<file path="config.mk">
export PLATFORM = sky130hd
export DESIGN_NAME = plne_dist
export DESIGN_NICKNAME = d
export VERILOG_FILES = /design/src/design/point_list_nearest_engine_macros.svh /design/src/design/plne_pkg.sv /design/src/design/plne_dist.sv
export SDC_FILE = /design/constraint.sdc
export NUM_CORES = 1
export LEC_CHECK = 0
export CORE_UTILIZATION = 30
export CTS_CLUSTER_DIAMETER = 60
export DETAILED_ROUTE_END_ITERATION = 12
export DONT_BUFFER_PORTS = 1
export HOLD_SLACK_MARGIN = 0.05
export PLACE_DENSITY = 0.55
export SLEW_MARGIN = 20
export SYNTH_ARGS = -nofsm -noshare
export SYNTH_HDL_FRONTEND = slang
export SYNTH_SLANG_ARGS = --single-unit
</file>
<file path="constraint.sdc">
create_clock -name clk -period 12.4 [get_ports clk]
set_input_delay 1.86 -clock clk [delete_from_list [all_inputs] [get_ports clk]]
set_output_delay 1.86 -clock clk [all_outputs]
set_load 0.02 [all_outputs]
</file>
<file path="src/design/point_list_nearest_engine_macros.svh">
// Assertion macros for the point table engine.
// Depends on nothing; included by the modules that carry checks.
`ifndef POINT_LIST_NEAREST_ENGINE_MACROS_SVH
`define POINT_LIST_NEAREST_ENGINE_MACROS_SVH
`ifndef SYNTHESIS
// Same-cycle implication
`define PLNE_ASSERT_SAME(label, clk, rst, ante, cons) \
  label: assert property (@(posedge clk) disable iff (rst) (ante) |-> (cons)) \
    else $error("point table check failed");
// Next-cycle implication
`define PLNE_ASSERT_NEXT(label, clk, rst, ante, cons) \
  label: assert property (@(posedge clk) disable iff (rst) (ante) |=> (cons)) \
    else $error("point table check failed");
`else
`define PLNE_ASSERT_SAME(label, clk, rst, ante, cons)
`define PLNE_ASSERT_NEXT(label, clk, rst, ante, cons)
`endif
`endif

</file>
<file path="src/design/plne_pkg.sv">
// Shared types and constants for the point table with nearest-point search.
// No dependencies; imported by plne_dist and point_list_nearest_engine.
package plne_pkg;

  // Default sizes
  localparam int unsigned DEF_TABLE_DEPTH = 64;
  localparam int unsigned DEF_COORD_BITS  = 16;

  // Fixed field widths
  localparam int unsigned FIELD_W = 16;
  localparam int unsigned COUNT_W = 7;
  localparam int unsigned CMD_W   = 3;
  localparam int unsigned STS_W   = 2;

  // Command codes
  localparam logic [CMD_W-1:0] CMD_APPEND   = 3'd0;
  localparam logic [CMD_W-1:0] CMD_DELETE   = 3'd1;
  localparam logic [CMD_W-1:0] CMD_NEAREST  = 3'd2;
  localparam logic [CMD_W-1:0] CMD_LENGTH   = 3'd3;
  localparam logic [CMD_W-1:0] CMD_DUMP_FWD = 3'd4;
  localparam logic [CMD_W-1:0] CMD_DUMP_BWD = 3'd5;

  // Status codes
  localparam logic [STS_W-1:0] STS_OK       = 2'd0;
  localparam logic [STS_W-1:0] STS_NOTFOUND = 2'd1;
  localparam logic [STS_W-1:0] STS_FULL     = 2'd2;
  localparam logic [STS_W-1:0] STS_EMPTY    = 2'd3;

  // Command beat
  typedef struct packed {
    logic [CMD_W-1:0]   cmd;
    logic [FIELD_W-1:0] px;
    logic [FIELD_W-1:0] py;
    logic [FIELD_W-1:0] target_id;
  } plne_op_t;

  // Result beat
  typedef struct packed {
    logic [STS_W-1:0]   status;
    logic [FIELD_W-1:0] entry_id;
    logic [FIELD_W-1:0] entry_x;
    logic [FIELD_W-1:0] entry_y;
    logic [COUNT_W-1:0] entry_count;
    logic               last;
  } plne_res_t;

  // Tag that travels with an entry through the distance stage
  typedef struct packed {
    logic valid;
    logic first;
    logic last;
  } plne_tag_t;

endpackage

</file>
<file path="src/design/plne_dist.sv">
// Registered squared-distance stage for the nearest-point scan.
// Depends on plne_pkg (tag type, default sizes).
module plne_dist #(
  parameter int unsigned COORD_W = plne_pkg::DEF_COORD_BITS,
  parameter int unsigned ENTRY_W = plne_pkg::FIELD_W + 2 * plne_pkg::DEF_COORD_BITS
) (
  input  logic                  clk,
  input  logic                  rst,
  input  plne_pkg::plne_tag_t   tag_in,
  input  logic [ENTRY_W-1:0]    ent_in,
  input  logic [COORD_W-1:0]    qx,
  input  logic [COORD_W-1:0]    qy,
  output plne_pkg::plne_tag_t   tag_out,
  output logic [ENTRY_W-1:0]    ent_out,
  output logic [2*COORD_W-1:0]  sq_x,
  output logic [2*COORD_W-1:0]  sq_y
);
  import plne_pkg::*;

  logic [COORD_W-1:0] ex, ey, dx, dy;

  // Absolute coordinate differences
  always_comb begin
    ex = ent_in[2*COORD_W-1 -: COORD_W];
    ey = ent_in[COORD_W-1:0];
    dx = (ex > qx) ? (ex - qx) : (qx - ex);
    dy = (ey > qy) ? (ey - qy) : (qy - ey);
  end

  // Squares registered, entry and tag carried alongside
  always_ff @(posedge clk) begin
    if (rst) begin
      tag_out <= '0;
    end else begin
      tag_out <= tag_in;
    end
    ent_out <= ent_in;
    sq_x    <= {{COORD_W{1'b0}}, dx} * {{COORD_W{1'b0}}, dx};
    sq_y    <= {{COORD_W{1'b0}}, dy} * {{COORD_W{1'b0}}, dy};
  end

endmodule

</file>
# == Word level (Yosys, flattened, before mapping) ==
# Index checks and enable logic that the tools add are counted.
# classes
mul,2
n_lt_le_gt_ge,2
n_addsub,4
muxes,2
# op_table
op,count
multiplier 16 x 16 -> 32 bit,2
subtractor 16 bit,4
> comparator 16 bit,2
2-to-1 mux 16 bit,2
# word_totals
word_cells,16
output_inout_bits,115
in_bits,85
register_bits,115

# == Logic depth before layout (Yosys ltp) ==
# logic_depth
ltp_word,3
ltp_mapped,40
depth_no_buf,37

# == Worst setup path before layout ==
# Ideal clock, no wire load.
# synth_timing
path_kind,input-to-reg
start,input ent_in[0]
end,register sq_y[31]
setup_time_ns,0.127
path_stages,32
n_path_buf,2
t_required_ns,12.273
t_arrival_ns,9.769
slack_ns,2.504
cell_sequence,inv_1 -> ha_1 -> fa_1 -> nor2b_1 -> o31a_1 -> o211ai_1 -> a21oi_2 -> buf_2 -> mux2_2 -> a31oi_1 -> xnor2_1 -> buf_2 -> nand2_1 -> fa_1 -> fa_1 -> inv_1 -> fa_1 -> fa_1 -> fa_1 -> inv_1 -> fa_1 -> inv_1 -> ha_1 -> nand3_1 -> or2_2 -> or4b_2 -> nand2_1 -> o211ai_1 -> o21ai_0 -> a221o_1 -> a221oi_1 -> xnor2_1
# synth_between
elab_chain_len,3
word_cells_on_any_way,5
cone_classes,2 x add/sub; 1 x mul; 1 x order compare; 1 x mux
# synth_rtl
element,line,rtl
"start, declared",plne_dist.sv:10,"input logic [ENTRY_W-1:0] ent_in,"
subtractor 16 bit or > comparator 16 bit (tied branches),plne_dist.sv:27,dy = (ey > qy) ? (ey - qy) : (qy - ey);
2-to-1 mux 16 bit (*),plne_dist.sv:27,
multiplier 16 x 16 -> 32 bit (*),plne_dist.sv:39,"sq_y <= {{COORD_W{1'b0}}, dy} * {{COORD_W{1'b0}}, dy};"
"end signal, assigned",plne_dist.sv:39,
"end, declared",plne_dist.sv:16,output logic [2*COORD_W-1:0] sq_y
# Every way passes the cells marked *; elsewhere a longest branch is shown, timed or not.
# A chain may end at the register's enable or synchronous reset.

# == Final worst setup path ==
# Ends and elaborated chain as after synthesis.

==> run summary <==
The worst-path maximum fanout is 13. Input and output buffers added on the ports amount to 0. Derived from the worst setup path, the maximum achievable clock frequency is 90.9 MHz.

The number of warnings printed during yosys synthesis is 0. The die is 257 um wide. In this run the vertical extent of the chip is 257 um. The synthesized design devotes to its leading area cell type 33.7% of total area. The floorplan step defined a die boundary enclosing 0.0659 sq mm. No sink is reached through more buffers than the 2 on the longest clock path. After global routing the overflow that remains totals 0. The repair_antennas step left the layout with diodes totalling 0. The mean area per synthesized cell is 8.97 sq um, and the final routed DRC violation total is 0. The tool flagged a number of max-cap violations equal to 0. Of the cells placed in the final design, the portion with a size suffix greater than 1 is 5.06%. Data arrives at the worst endpoint at 11350 ps.

The region available for standard cell placement spans 0.0642 sq mm. For this design the top-level I/O count stands at 200. Across all layers, the routed design uses 13.9k vias. Area overhead of the layout relative to synthesis: 8.15%. For the gate count of the mapped netlist, the log shows 2169.

Yosys attributes the largest share of cell area to fa_1, ha_1, dfxtp_1, inv_1, nor2_1. The part of the Yosys area used for sequential elements was 11.6%. Post-CTS repair changed the size of 0 cells. STA classifies the critical path startpoint as an input pin.

Wires add up to 49300 um. In the synthesized netlist the async set-or-reset flop fraction comes to 0%. Before antenna repair, the detailed router went through 5 iterations. For this design, the sink count on the clock tree is 113.

The via count of the first global-routing pass is 15.3k. TritonCTS built the clock tree. The first global-routing pass estimated 80600 um of wire. STA puts the critical path data required time at 12760 ps. Dividing the detail-routed via count by the number of cells gives 4.61. The tools report the first-iteration detailed-routing DRC count as 733.

The tools report the max-slew violation total from the final report as 0. The net count of the finished layout was 2830. The delay of the slowest cell on the worst path is 800 ps.

In the synthesized netlist the dominant register cell turns out to be dfxtp_1. The clock tree synthesis step divided the H-tree into 4 levels. Grouping stages by cell kind, the critical path spends the most delay in adder cells.

The number of endpoints failing setup at the final stage is 0, and the transition time of the tightest slew-check pin is 1030 ps. The combined area of all synthesized cells was 0.0195 sq mm. Setup repair after global routing left no endpoint under its margin.

In the final routed layout, each cell accounts on average for 16.3 um. The post-synthesis cell type count is 69. The final critical delay including setup and external delays is 11000 ps, and the post-route setup TNS is 0 ps. In this run the remaining antenna-violating nets after routing total 0.

After floorplanning, the core was divided into 93 placement rows. The tools report the clock root buffer as clkbuf_16. The run finished with clean final reports.

The count of final hold-check violations was 0. Worst slew slack as a fraction of its limit: 31.7%. In the finished design, the share of the clock period the worst path needs comes to 88.7%. The classification of the worst setup path was input pin to flop. The critical path contains buffers and inverters numbering 7 combined.

The congestion estimate from routability-driven global placement came to 0.907. The synthesized flop and latch total was 113. The number of flops mapped to enable cells by yosys is 0. Entering global routing, the biggest net connects 26 pins. For the HPWL reported at the end of detailed placement, the log shows 41500 um. The worst hold path belongs to the class input pin to flop.

STA classifies the critical path endpoint as a flop. The initial utilization of the core area, before any placement, comes to 30.3%. The post-cts hold buffer count is 0. The slowest stage of the critical path is the xnor2_1 cell. For the total track usage, the log shows 15.7%.

After clock tree synthesis, the clock-pin slew on the worst setup and hold paths is 80 ps. Initial antenna violation count: 0. The tools report the number of buffers created by CTS as 17. The synthesized design spends more area on one cell type than any other, namely fa_1. The tools report the number of setup buffers added after CTS as 0.
[cell families after synthesis]
family | synth area share, %
flip-flops | 11.6
AND/OR/NAND/NOR | 10.3
multiplexers | 0.836
XOR/XNOR | 4.80
adder cells (fa/ha/maj) | 50.3
buffers and inverters | 12.1
other | 0.0193
AO/OA/AOI/OAI | 9.91
[sequential cells by signal, summed over array words and instances (netlist names)]
register,cells
tag_out,3
sq_x,31
ent_out,48
sq_y,31
[placed cells by master, fill, tap and decap left out, types with 7 or more instances in the layout]
cell and instances:
nand3_1 19, nand4_1 8, buf_4 28, inv_1 541
o31ai_1 9, o21a_1 19, o21bai_1 11, a211oi_1 15
a21oi_1 83, ha_1 258, dfxtp_1 113, a21o_1 57
a31oi_1 11, mux2i_1 8, clkbuf_16 17, nand2b_1 27
o21ai_0 42, nor2_1 170, nor3_1 13, xnor2_1 58
xor2_2 7, xor2_1 30, nand3b_1 7, or2_2 11
nand2_1 155, fa_1 328, nor2b_1 15, inv_2 8
[through the flow]
stage | setup WS, ps | area (sq um) | std cells | hold slack, ps | util, %
floorplan | 2500 | 19500 | 2170 | 1890 | -
global placement | 1090 | 20500 | 2995 | 1890 | 31.9
detailed placement | 963 | 20500 | 2995 | 1890 | 31.9
CTS | 1500 | 21000 | 3027 | 1330 | 32.8
global route | 950 | 21100 | 3027 | 1340 | 32.8
finish | 1400 | 21100 | 3027 | 1380 | 32.8
[worst paths after layout]
check                      from                 end  slack [ps]  cells past startpoint
worst max-delay path  ent_in[0]    sq_y[31]$_DFF_P_        1400                     32
worst min-delay path  ent_in[3]  ent_out[3]$_DFF_P_        1380                      0
[layout make-up]
type / count / area (sq um)
clock inverter: 15 / 149
inverter: 552 / 2070
multi-input combinational: 1447 / 14900
tap: 855 / 1070
clock buffer: 17 / 425
fill: 6714 / 43200
sequential: 113 / 2260
timing repair buffer: 28 / 210
[cells in the mapped netlist, types with 5 or more instances]
cell type / instances
nor3_1: 13
or2_2: 11
o31ai_1: 9
nand2b_1: 27
or3_1: 5
o21ai_0: 42
clkbuf_1: 28
nand3_1: 19
xor2_1: 31
nor2b_1: 15
nand4_1: 8
a21o_1: 57
xnor2_1: 59
o2111ai_1: 5
inv_2: 8
mux2_2: 6
dfxtp_1: 113
inv_1: 541
nand3b_1: 7
a31oi_1: 11
o21a_1: 19
buf_2: 22
o21bai_1: 11
a221o_1: 5
mux2i_1: 8
nand2_1: 155
and3_1: 6
a21oi_1: 83
ha_1: 258
xor2_2: 6
fa_1: 328
nor2_1: 170
a211oi_1: 15
[metal layers]
metal,track usage [%],up-vias,part of all wire [%]
met4,5.64,0,2.6
met5,0,-,0
met2,27.8,338,50
met3,3.16,64,4.6
met1,18.7,6906,42
li1,-,6639,-
Power is left out: the tool's default activity adds up to more than one toggle a clock period on the data nets, which glitch-free logic cannot reach.
